==> src/ftoa_pkg.sv <==
// Types and constants shared by the modules of the decimal text converter.
package ftoa_pkg;

  localparam int IntDigits  = 10;
  localparam int BcdBits    = IntDigits * 4;
  localparam int IntBits    = 31;
  localparam int FracBits   = 56;
  localparam int StepBits   = 4;
  localparam int QueueDepth = 2;

  localparam logic [7:0]         CharZero  = 8'h30;
  localparam logic [7:0]         CharNine  = 8'h39;
  localparam logic [7:0]         CharMinus = 8'h2D;
  localparam logic [7:0]         CharPoint = 8'h2E;
  localparam logic [3:0]         MaxFrac   = 4'd9;
  localparam logic [3:0]         FracDigitsReset = 4'd2;
  localparam logic [IntBits-1:0] SatInt    = 31'h7FFF_FFFF;
  localparam logic [7:0]         ExpoSpecial = 8'hFF;

  typedef logic [IntDigits-1:0][3:0] bcd_t;

  // One converted number waiting to be printed.
  typedef struct packed {
    logic                neg;
    logic                sat;
    logic [3:0]          ndig;
    bcd_t                bcd;
    logic [FracBits-1:0] frac;
  } entry_t;

endpackage

==> src/ftoa_if.sv <==
// Valid/ready channel interfaces for the input and output items.
interface ftoa_in_if;
  logic        valid;
  logic        ready;
  logic [31:0] value_bits;

  modport source (output valid, output value_bits, input ready);
  modport sink (input valid, input value_bits, output ready);
endinterface

interface ftoa_out_if;
  logic       valid;
  logic       ready;
  logic [7:0] text_char;
  logic       last_char;
  logic       saturated;

  modport source (output valid, output text_char, output last_char, output saturated,
                  input ready);
  modport sink (input valid, input text_char, input last_char, input saturated,
                output ready);
endinterface

==> src/ftoa_fifo.sv <==
// Small register queue of converted numbers between front and back.
module ftoa_fifo #(
  parameter int Depth = ftoa_pkg::QueueDepth
) (
  input  logic            clk_i,
  input  logic            rst_ni,
  input  logic            push_i,
  input  ftoa_pkg::entry_t data_i,
  output logic            full_o,
  input  logic            pop_i,
  output ftoa_pkg::entry_t data_o,
  output logic            empty_o
);

  // Depth of two or more keeps the pointers at least one bit wide.
  localparam int PtrW = $clog2(Depth);
  localparam int CntW = $clog2(Depth + 1);

  ftoa_pkg::entry_t mem_q [Depth];
  logic [PtrW-1:0]  wptr_q, wptr_d;
  logic [PtrW-1:0]  rptr_q, rptr_d;
  logic [CntW-1:0]  cnt_q, cnt_d;
  logic             do_push, do_pop;

  assign full_o  = (cnt_q == CntW'(Depth));
  assign empty_o = (cnt_q == '0);
  assign do_push = push_i && !full_o;
  assign do_pop  = pop_i && !empty_o;
  assign data_o  = mem_q[rptr_q];

  always_comb begin
    wptr_d = wptr_q;
    rptr_d = rptr_q;
    cnt_d  = cnt_q;
    if (do_push) begin
      wptr_d = (wptr_q == PtrW'(Depth - 1)) ? '0 : wptr_q + PtrW'(1);
    end
    if (do_pop) begin
      rptr_d = (rptr_q == PtrW'(Depth - 1)) ? '0 : rptr_q + PtrW'(1);
    end
    if (do_push && !do_pop) begin
      cnt_d = cnt_q + CntW'(1);
    end else if (do_pop && !do_push) begin
      cnt_d = cnt_q - CntW'(1);
    end
  end

  always_ff @(posedge clk_i or negedge rst_ni) begin
    if (!rst_ni) begin
      wptr_q <= '0;
      rptr_q <= '0;
      cnt_q  <= '0;
    end else begin
      wptr_q <= wptr_d;
      rptr_q <= rptr_d;
      cnt_q  <= cnt_d;
    end
  end

  always_ff @(posedge clk_i) begin
    if (do_push) begin
      mem_q[wptr_q] <= data_i;
    end
  end

endmodule

==> src/ftoa_front.sv <==
// Front end: accepts a float, splits it into integer and fraction, converts the integer to BCD.
module ftoa_front (
  input  logic             clk_i,
  input  logic             rst_ni,
  ftoa_in_if.sink          in_i,
  output logic             push_o,
  output ftoa_pkg::entry_t data_o,
  input  logic             full_i
);

  typedef enum logic [1:0] {F_IDLE, F_CONV, F_PUSH} state_e;

  state_e                        state_q, state_d;
  logic                          neg_q, neg_d;
  logic                          sat_q, sat_d;
  logic [ftoa_pkg::FracBits-1:0] frac_q, frac_d;
  logic [31:0]                   bin_q, bin_d;
  ftoa_pkg::bcd_t                bcd_q, bcd_d;
  logic [ftoa_pkg::StepBits-1:0] step_q, step_d;

  logic [7:0]                    expo;
  logic [22:0]                   mant;
  logic [23:0]                   m24;
  logic [5:0]                    rsh;
  logic [79:0]                   wide;
  logic                          neg_c, sat_c;
  logic [ftoa_pkg::IntBits-1:0]  ipart_c;
  logic [ftoa_pkg::FracBits-1:0] frac_c;
  logic [3:0]                    ndig;

  // One double-dabble step: add three to every digit of five or more, then shift in a bit.
  function automatic ftoa_pkg::bcd_t dabble(input ftoa_pkg::bcd_t b, input logic b_in);
    ftoa_pkg::bcd_t               t;
    logic [ftoa_pkg::BcdBits-1:0] flat;
    t = b;
    for (int i = 0; i < ftoa_pkg::IntDigits; i++) begin
      if (t[i] >= 4'd5) begin
        t[i] = t[i] + 4'd3;
      end
    end
    flat = t;
    return {flat[ftoa_pkg::BcdBits-2:0], b_in};
  endfunction

  assign expo = in_i.value_bits[30:23];
  assign mant = in_i.value_bits[22:0];
  assign m24  = {expo != 8'd0, mant};
  assign rsh  = 6'(8'd150 - expo);
  // Mantissa placed above a 56-bit binary point, then shifted right by the exponent distance.
  assign wide = {m24, {ftoa_pkg::FracBits{1'b0}}} >> rsh;

  always_comb begin
    neg_c   = in_i.value_bits[31] && (in_i.value_bits[30:0] != 31'd0);
    sat_c   = 1'b0;
    ipart_c = '0;
    frac_c  = '0;
    if (expo == ftoa_pkg::ExpoSpecial) begin
      // NaN loses its sign; infinity keeps it.
      neg_c   = in_i.value_bits[31] && (mant == 23'd0);
      sat_c   = 1'b1;
      ipart_c = ftoa_pkg::SatInt;
    end else if (expo > 8'd157) begin
      sat_c   = 1'b1;
      ipart_c = ftoa_pkg::SatInt;
    end else if (expo >= 8'd150) begin
      ipart_c = {7'd0, m24} << (expo[2:0] - 3'd6);
    end else if (expo >= 8'd94) begin
      ipart_c = {7'd0, wide[79:56]};
      frac_c  = wide[ftoa_pkg::FracBits-1:0];
    end
    // Smaller magnitudes and denormals print zero in every position.
  end

  always_comb begin
    ndig = 4'd1;
    for (int i = 0; i < ftoa_pkg::IntDigits; i++) begin
      if (bcd_q[i] != 4'd0) begin
        ndig = 4'(i + 1);
      end
    end
  end

  assign in_i.ready = (state_q == F_IDLE);
  assign push_o     = (state_q == F_PUSH);
  assign data_o     = '{neg: neg_q, sat: sat_q, ndig: ndig, bcd: bcd_q, frac: frac_q};

  always_comb begin
    state_d = state_q;
    neg_d   = neg_q;
    sat_d   = sat_q;
    frac_d  = frac_q;
    bin_d   = bin_q;
    bcd_d   = bcd_q;
    step_d  = step_q;
    unique case (state_q)
      F_IDLE: begin
        if (in_i.valid) begin
          neg_d   = neg_c;
          sat_d   = sat_c;
          frac_d  = frac_c;
          bin_d   = {1'b0, ipart_c};
          bcd_d   = '0;
          step_d  = '0;
          state_d = F_CONV;
        end
      end
      F_CONV: begin
        bcd_d  = dabble(dabble(bcd_q, bin_q[31]), bin_q[30]);
        bin_d  = {bin_q[29:0], 2'b00};
        step_d = step_q + ftoa_pkg::StepBits'(1);
        if (step_q == '1) begin
          state_d = F_PUSH;
        end
      end
      F_PUSH: begin
        if (!full_i) begin
          state_d = F_IDLE;
        end
      end
      default: state_d = F_IDLE;
    endcase
  end

  always_ff @(posedge clk_i or negedge rst_ni) begin
    if (!rst_ni) begin
      state_q <= F_IDLE;
      neg_q   <= 1'b0;
      sat_q   <= 1'b0;
      frac_q  <= '0;
      bin_q   <= '0;
      bcd_q   <= '0;
      step_q  <= '0;
    end else begin
      state_q <= state_d;
      neg_q   <= neg_d;
      sat_q   <= sat_d;
      frac_q  <= frac_d;
      bin_q   <= bin_d;
      bcd_q   <= bcd_d;
      step_q  <= step_d;
    end
  end

endmodule

==> src/ftoa_back.sv <==
// Back end: takes converted numbers from the queue and prints them one character at a time.
module ftoa_back (
  input  logic             clk_i,
  input  logic             rst_ni,
  input  logic [3:0]       frac_digits_i,
  input  logic             empty_i,
  input  ftoa_pkg::entry_t data_i,
  output logic             pop_o,
  ftoa_out_if.source       out_o
);

  typedef enum logic [2:0] {B_LOAD, B_SIGN, B_INT, B_POINT, B_FRAC} state_e;

  state_e                        state_q, state_d;
  logic                          sat_q, sat_d;
  ftoa_pkg::bcd_t                bcd_q, bcd_d;
  logic [3:0]                    idx_q, idx_d;
  logic [3:0]                    cnt_q, cnt_d;
  logic [ftoa_pkg::FracBits-1:0] frac_q, frac_d;
  logic                          ovalid_q, ovalid_d;
  logic [7:0]                    char_q, char_d;
  logic                          last_q, last_d;
  logic                          osat_q, osat_d;

  logic                          adv, emit, lst;
  logic [7:0]                    ch;
  logic [ftoa_pkg::FracBits+3:0] times_ten;

  assign adv       = !ovalid_q || out_o.ready;
  assign times_ten = ({4'd0, frac_q} << 3) + ({4'd0, frac_q} << 1);

  assign out_o.valid     = ovalid_q;
  assign out_o.text_char = char_q;
  assign out_o.last_char = last_q;
  assign out_o.saturated = osat_q;

  always_comb begin
    state_d = state_q;
    sat_d   = sat_q;
    bcd_d   = bcd_q;
    idx_d   = idx_q;
    cnt_d   = cnt_q;
    frac_d  = frac_q;
    pop_o   = 1'b0;
    emit    = 1'b0;
    lst     = 1'b0;
    ch      = ftoa_pkg::CharZero;
    unique case (state_q)
      B_LOAD: begin
        if (!empty_i) begin
          pop_o   = 1'b1;
          sat_d   = data_i.sat;
          bcd_d   = data_i.bcd;
          idx_d   = data_i.ndig - 4'd1;
          frac_d  = data_i.frac;
          state_d = data_i.neg ? B_SIGN : B_INT;
        end
      end
      B_SIGN: begin
        if (adv) begin
          emit    = 1'b1;
          ch      = ftoa_pkg::CharMinus;
          state_d = B_INT;
        end
      end
      B_INT: begin
        if (adv) begin
          emit = 1'b1;
          ch   = ftoa_pkg::CharZero + {4'd0, bcd_q[idx_q]};
          lst  = (idx_q == 4'd0) && (frac_digits_i == 4'd0);
          if (idx_q == 4'd0) begin
            state_d = (frac_digits_i == 4'd0) ? B_LOAD : B_POINT;
          end else begin
            idx_d = idx_q - 4'd1;
          end
        end
      end
      B_POINT: begin
        if (adv) begin
          emit    = 1'b1;
          ch      = ftoa_pkg::CharPoint;
          cnt_d   = frac_digits_i;
          state_d = B_FRAC;
        end
      end
      B_FRAC: begin
        if (adv) begin
          emit   = 1'b1;
          ch     = ftoa_pkg::CharZero + {4'd0, times_ten[ftoa_pkg::FracBits+3:ftoa_pkg::FracBits]};
          frac_d = times_ten[ftoa_pkg::FracBits-1:0];
          lst    = (cnt_q == 4'd1);
          cnt_d  = cnt_q - 4'd1;
          if (cnt_q == 4'd1) begin
            state_d = B_LOAD;
          end
        end
      end
      default: state_d = B_LOAD;
    endcase

    ovalid_d = ovalid_q;
    char_d   = char_q;
    last_d   = last_q;
    osat_d   = osat_q;
    if (adv) begin
      ovalid_d = emit;
      char_d   = ch;
      last_d   = lst;
      osat_d   = sat_q;
    end
  end

  always_ff @(posedge clk_i or negedge rst_ni) begin
    if (!rst_ni) begin
      state_q  <= B_LOAD;
      sat_q    <= 1'b0;
      bcd_q    <= '0;
      idx_q    <= '0;
      cnt_q    <= '0;
      frac_q   <= '0;
      ovalid_q <= 1'b0;
      char_q   <= '0;
      last_q   <= 1'b0;
      osat_q   <= 1'b0;
    end else begin
      state_q  <= state_d;
      sat_q    <= sat_d;
      bcd_q    <= bcd_d;
      idx_q    <= idx_d;
      cnt_q    <= cnt_d;
      frac_q   <= frac_d;
      ovalid_q <= ovalid_d;
      char_q   <= char_d;
      last_q   <= last_d;
      osat_q   <= osat_d;
    end
  end

endmodule

==> src/float_to_decimal_ascii.sv <==
// Top level of the single-precision float to decimal text converter.
//
//   Channel   Direction  Payload                              Item accepted when
//   in_i      in         value_bits[31:0]                     valid && ready
//   out_o     out        text_char[7:0], last_char, saturated valid && ready
//   cfg       in         cfg_wdata_i[3:0] (fraction digits)   cfg_we_i
//
// The front end takes an item while idle, turns its integer part into BCD (two double-dabble
// steps a cycle), then hands the number to the queue, waiting while the queue is full. The
// back end takes a number from the queue and then prints one character a cycle while the
// output is not stalled; the slower side sets the rate. The queue holds QueueDepth numbers,
// so the front end keeps converting while the output stalls, until the queue is full.
// Reset clears both ends and the queue and sets the fraction digit count to two.
module float_to_decimal_ascii #(
  parameter int QueueDepth = ftoa_pkg::QueueDepth
) (
  input  logic        clk_i,
  input  logic        rst_ni,
  ftoa_in_if.sink     in_i,
  ftoa_out_if.source  out_o,
  input  logic        cfg_we_i,
  input  logic [3:0]  cfg_wdata_i
);

  // Fraction digit count as written; values above nine print nine digits.
  logic [3:0]       frac_digits_q;
  logic [3:0]       frac_digits;

  ftoa_pkg::entry_t push_data, pop_data;
  logic             push, full, pop, empty;

  always_ff @(posedge clk_i or negedge rst_ni) begin
    if (!rst_ni) begin
      frac_digits_q <= ftoa_pkg::FracDigitsReset;
    end else if (cfg_we_i) begin
      frac_digits_q <= cfg_wdata_i;
    end
  end

  assign frac_digits = (frac_digits_q > ftoa_pkg::MaxFrac) ? ftoa_pkg::MaxFrac : frac_digits_q;

  // The front end classifies the float: sign, saturation, integer part in BCD and the
  // exact fraction as a 56-bit binary fixed-point value. Anything below 2^-56 cannot
  // reach the ninth decimal place, so it is dropped there.
  ftoa_front u_front (
    .clk_i  (clk_i),
    .rst_ni (rst_ni),
    .in_i   (in_i),
    .push_o (push),
    .data_o (push_data),
    .full_i (full)
  );

  ftoa_fifo #(
    .Depth (QueueDepth)
  ) u_fifo (
    .clk_i   (clk_i),
    .rst_ni  (rst_ni),
    .push_i  (push),
    .data_i  (push_data),
    .full_o  (full),
    .pop_i   (pop),
    .data_o  (pop_data),
    .empty_o (empty)
  );

  // The back end prints sign, integer digits without leading zeros, the point and the
  // fraction digits; each fraction digit is the integer part of ten times the remaining
  // fraction, which gives truncated digits exactly. Its output register lets it take the
  // next number from the queue while the last character waits to be taken.
  ftoa_back u_back (
    .clk_i         (clk_i),
    .rst_ni        (rst_ni),
    .frac_digits_i (frac_digits),
    .empty_i       (empty),
    .data_i        (pop_data),
    .pop_o         (pop),
    .out_o         (out_o)
  );

endmodule

==> src/flat_wrapper.sv <==
// flat-port wrapper written by rule: the top's interface ports become plain ports
module float_to_decimal_ascii_flat 
#(
  parameter int QueueDepth = ftoa_pkg::QueueDepth
)
  (clk_i, rst_ni, cfg_we_i, cfg_wdata_i, in_i_valid, in_i_value_bits, in_i_ready, out_o_valid, out_o_text_char, out_o_last_char, out_o_saturated, out_o_ready);
  ftoa_in_if in_i_i ();
  ftoa_out_if out_o_i ();
  input  logic clk_i;
  input  logic rst_ni;
  input  logic cfg_we_i;
  input  logic [3:0] cfg_wdata_i;
  input wire logic [$bits(in_i_i.valid)-1:0] in_i_valid;
  input wire logic [$bits(in_i_i.value_bits)-1:0] in_i_value_bits;
  output wire logic [$bits(in_i_i.ready)-1:0] in_i_ready;
  output wire logic [$bits(out_o_i.valid)-1:0] out_o_valid;
  output wire logic [$bits(out_o_i.text_char)-1:0] out_o_text_char;
  output wire logic [$bits(out_o_i.last_char)-1:0] out_o_last_char;
  output wire logic [$bits(out_o_i.saturated)-1:0] out_o_saturated;
  input wire logic [$bits(out_o_i.ready)-1:0] out_o_ready;
  assign in_i_i.valid = in_i_valid;
  assign in_i_i.value_bits = in_i_value_bits;
  assign in_i_ready = in_i_i.ready;
  assign out_o_valid = out_o_i.valid;
  assign out_o_text_char = out_o_i.text_char;
  assign out_o_last_char = out_o_i.last_char;
  assign out_o_saturated = out_o_i.saturated;
  assign out_o_i.ready = out_o_ready;
  float_to_decimal_ascii #(.QueueDepth(QueueDepth)) u_core (.clk_i(clk_i), .rst_ni(rst_ni), .in_i(in_i_i), .out_o(out_o_i), .cfg_we_i(cfg_we_i), .cfg_wdata_i(cfg_wdata_i));
endmodule
==> config.mk <==
export PLATFORM = sky130hd
export DESIGN_NAME = float_to_decimal_ascii_flat
export DESIGN_NICKNAME = d
export VERILOG_FILES = /design/src/ftoa_pkg.sv /design/src/ftoa_if.sv /design/src/ftoa_fifo.sv /design/src/ftoa_front.sv /design/src/ftoa_back.sv /design/src/float_to_decimal_ascii.sv /design/src/flat_wrapper.sv
export SDC_FILE = /design/constraint.sdc
export NUM_CORES = 1
export LEC_CHECK = 0
export BUFFER_PORTS_ARGS = -buffer_cell sky130_fd_sc_hd__buf_2
export CAP_MARGIN = 20
export CORE_ASPECT_RATIO = 0.8
export CORE_MARGIN = 2
export CORE_UTILIZATION = 60
export DETAILED_ROUTE_END_ITERATION = 8
export PLACE_DENSITY_LB_ADDON = 0.15
export SLEW_MARGIN = 20
export SYNTH_ARGS = -nofsm -noshare
export SYNTH_HDL_FRONTEND = slang
export SYNTH_SLANG_ARGS = --single-unit
==> constraint.sdc <==
create_clock -name clk_i -period 10.32 [get_ports clk_i]
set_input_delay 1.548 -clock clk_i [delete_from_list [all_inputs] [get_ports clk_i]]
set_output_delay 1.548 -clock clk_i [all_outputs]
set_load 0.05 [all_outputs]
==> results_dict.tcl <==
set metrics [dict create \
    finalSetupViolations 0 \
    yosys_register_bits 465 \
    critPathTopFamily "simple AND/OR/NAND/NOR gates" \
    status "finished clean" \
    hold_path.startpoint "u_core.u_back.out_o.text_char[5]" \
    cts_sinks 465 \
    fin_tns_setup_ns 0 \
    cts.path.max_buffers 3 \
    grt_pass1_vias 18500 \
    r2r_setup_slack_ns 6.33 \
    gp_routability_congestion 0.961 \
    synth-async-reset-ratio_pct 56.1 \
    synth_top_cell_by_area "dfrtp_1" \
    yosysMostFrequentCell "nand2_1" \
    synthTopCellsByCount "nand2_1 (275), dfrtp_1 (260), o21ai_0 (248)" \
    drt_iter0_drc 2153 \
    area_delta_synth_final_pct 8.69 \
    reg2regPathDepth 13 \
    yosys-top-cells-area "dfrtp_1 (25%), edfxtp_1 (23%), mux2i_1 (6.5%)" \
    clk_latency_ns 0.58 \
    relSlewSlack_pct 32.5 \
    cts_resized 0 \
    hold_slack_ns 0.465 \
    worst_pin_slew_ns 1.01 \
    yosysWarnings 0 \
    required_ns 10.81 \
    ys_types 76 \
    leakage_nw 11.7 \
    cap_violations 0 \
    holdPathStages 1 \
    arrival_ns 5.61 \
    cts_tree "yes" \
    ant_nets 0 \
    layout_min_cycle_time_ns 5.12 \
    cts_made_buffers 46 \
    fin_worst_skew_ns 0.0221 \
    startpoint_type "input pin" \
    portBuffers 50 \
    slowest_delay_ns 0.67 \
    syn_avg_cell_area_sq_um 10.1 \
    layout.nets 2702 \
    dieHeight_um 190 \
    max-vdd-ir-drop_mv 0.219 \
    globalRouteTotalUtil_pct 29.0 \
    die_w_um 237 \
    crit_fanout 60 \
    endpoint_kind "flop" \
    synth_ff_type "dfrtp_1" \
    htreeDepth 2 \
    rows 68 \
    viasPerCell 6.29 \
    holdPathEnd "u_core.u_back.out_o.text_char[5]" \
    slew_violations 0 \
    grt_pass1_wl_um 104000 \
    grt-ovfl-total 0 \
    core_sq_um 43000 \
    rsz0062_at_grt "false" \
    hold_viol_final 0 \
    fin_crit_sh_pct 49.6 \
    crit_chain "buf_2, buf_4, inv_1, ha_1, o21a_1, o21ai_0, nand3_1, o21ai_0, and2_1, nand2_1, nor3_1, a22oi_1, nand2_1" \
    crit_slowest_cell "and2_1" \
    r2r_start "u_core.u_back.frac_q[0]" \
    max_freq_mhz 195 \
    synth_edf_count 204 \
    hold_path_class "flop to flop" \
    route.detailed.drc 0 \
    die_area_sq_um 45100 \
    n_fill_cell 3360 \
    drive_gt1_share_pct 9.50 \
    pwr_density_cell_nw_per_um2 336 \
    post-cts-setup-buffer-count 0 \
    cts_root_buf "clkbuf_16" \
    boundaryPins 53 \
    hpwl_um 45200 \
    antenna_found_initial 0 \
    timing.rr.end "u_core.u_back.frac_q[53]" \
    initial_core_util_pct 60.7 \
    yosysTopAreaCellShare_pct 25.0 \
    num_vias 19800 \
    grt_max_degree 148 \
    clk_pin_slew_ns 0.06 \
    firstDrtPassIters 6 \
    path_class "input pin to flop" \
    wl_um 64700 \
    synth-seq-area-share_pct 48.6 \
    path_buf_inv 3 \
    synth_cells 2577 \
    wl_per_cell_um 20.6 \
    antennaDiodeCount 0 \
    syn_area_sq_um 26100 \
    cts_hold_buf 0 \
]
placed cells by master, fill, tap and decap left out, types with 22 or more instances in the layout:
master	count
a31oi_1	23
nand2_1	272
mux4_2	31
xnor2_1	56
xor2_1	24
dfrtp_1	259
mux2_2	30
nor3_1	26
nand2b_1	24
edfxtp_1	204
a21o_1	26
nor2_1	204
mux2i_1	170
nor3b_1	22
nor2b_1	32
a21oi_1	247
buf_2	49
inv_1	69
clkbuf_16	47
a22o_1	26
o21ai_0	248
nand3_1	84
ha_1	108
registers in the layout, summed over array words and instances, names as in the netlist, 2 cells and up:
signal and flops:
u_core.u_back.bcd_q 40, u_core.u_back.cnt_q 4, u_core.u_fifo.cnt_q 2, u_core.u_fifo.mem_q 204, u_core.u_back.frac_q 56, u_core.u_front.frac_q 56
u_core.u_back.out_o.text_char 6, u_core.u_front.bin_q 32, u_core.u_back.idx_q 4, u_core.u_front.state_q 2, u_core.u_back.state_q 3, u_core.u_front.step_q 4
u_core.u_front.data_o 40, u_core.frac_digits_q 4
metrics by stage:
stage / utilization (%) / setup slack, ns / power [mW] / cell area, sq um / std cells
after CTS: 65.9 / 5.29 / 9.49 / 28300 / 3150
after global placement: 62.2 / 4.86 / 7.51 / 26700 / 3064
after floorplan: - / 4.45 / 6.52 / 26100 / 2578
after detailed placement: 62.2 / 4.74 / 7.68 / 26700 / 3064
final: 65.9 / 5.20 / 9.53 / 28300 / 3150
after global routing: 65.9 / 4.70 / 10.3 / 28300 / 3150
worst max-delay path by stage:
stage,start,to,cells after the start
detailed placement,in_i_value_bits[23],u_core.u_front.frac_q[48],12
floorplan,u_core.u_front.state_q[0],u_core.u_fifo.mem_q[0][0],3
CTS,in_i_value_bits[23],u_core.u_front.frac_q[45],13
finish,in_i_value_bits[23],u_core.u_front.frac_q[45],13
global route,in_i_value_bits[23],u_core.u_front.frac_q[45],13
global placement,in_i_value_bits[23],u_core.u_front.frac_q[48],12
logic make-up after synthesis:
| logic type | count (synthesis) | synth area share (%) |
|---|---|---|
| buf+inv | 217 | 3.22 |
| fa+ha+maj | 109 | 5.26 |
| flops | 465 | 48.6 |
| mux | 231 | 10.5 |
| xor+xnor | 84 | 2.82 |
| other cells | 1 | 0.0144 |
| compound gates | 736 | 16.9 |
| simple gates | 734 | 12.7 |
layout make-up:
class	instances	area [sq um]	area share [%]
Tap cell	560	701	2.47
Timing Repair Buffer	73	449	1.59
Clock inverter	25	345	1.22
Inverter	70	263	0.927
Multi-Input combinational cell	1896	12600	44.6
Clock buffer	61	1280	4.51
Sequential cell	465	12700	44.7
routing by layer:
| metal | up-vias | routed length, um | GRT usage, % |
|---|---|---|---|
| li1 | 9364 | - | - |
| met1 | 9679 | 30500 | 45.0 |
| met2 | 686 | 28100 | 42.6 |
| met3 | 94 | 4770 | 4.72 |
| met4 | 0 | 1410 | 7.14 |
| met5 | - | 0 | 0 |
where the power goes:
group / internal, mW / total, mW / switching, mW
Clock: 1.06 / 1.79 / 0.730
Sequential: 2.43 / 2.92 / 0.494
Combinational: 1.94 / 4.82 / 2.88
Total: 5.43 / 9.53 / 4.10
worst register-to-register path, cell delays in order (launching register included):
cell and delay (ns):
dfrtp_1 0.44, ha_1 0.21, inv_1 0.06, fa_1 0.42
nor2b_1 0.24, o2111ai_1 0.20, a21oi_1 0.26, o211ai_1 0.19
a2111oi_0 0.79, o211ai_1 0.21, a31oi_1 0.26, a31oi_1 0.15
xnor2_1 0.15, a221o_1 0.30
Power figures use the tool's default switching activity.
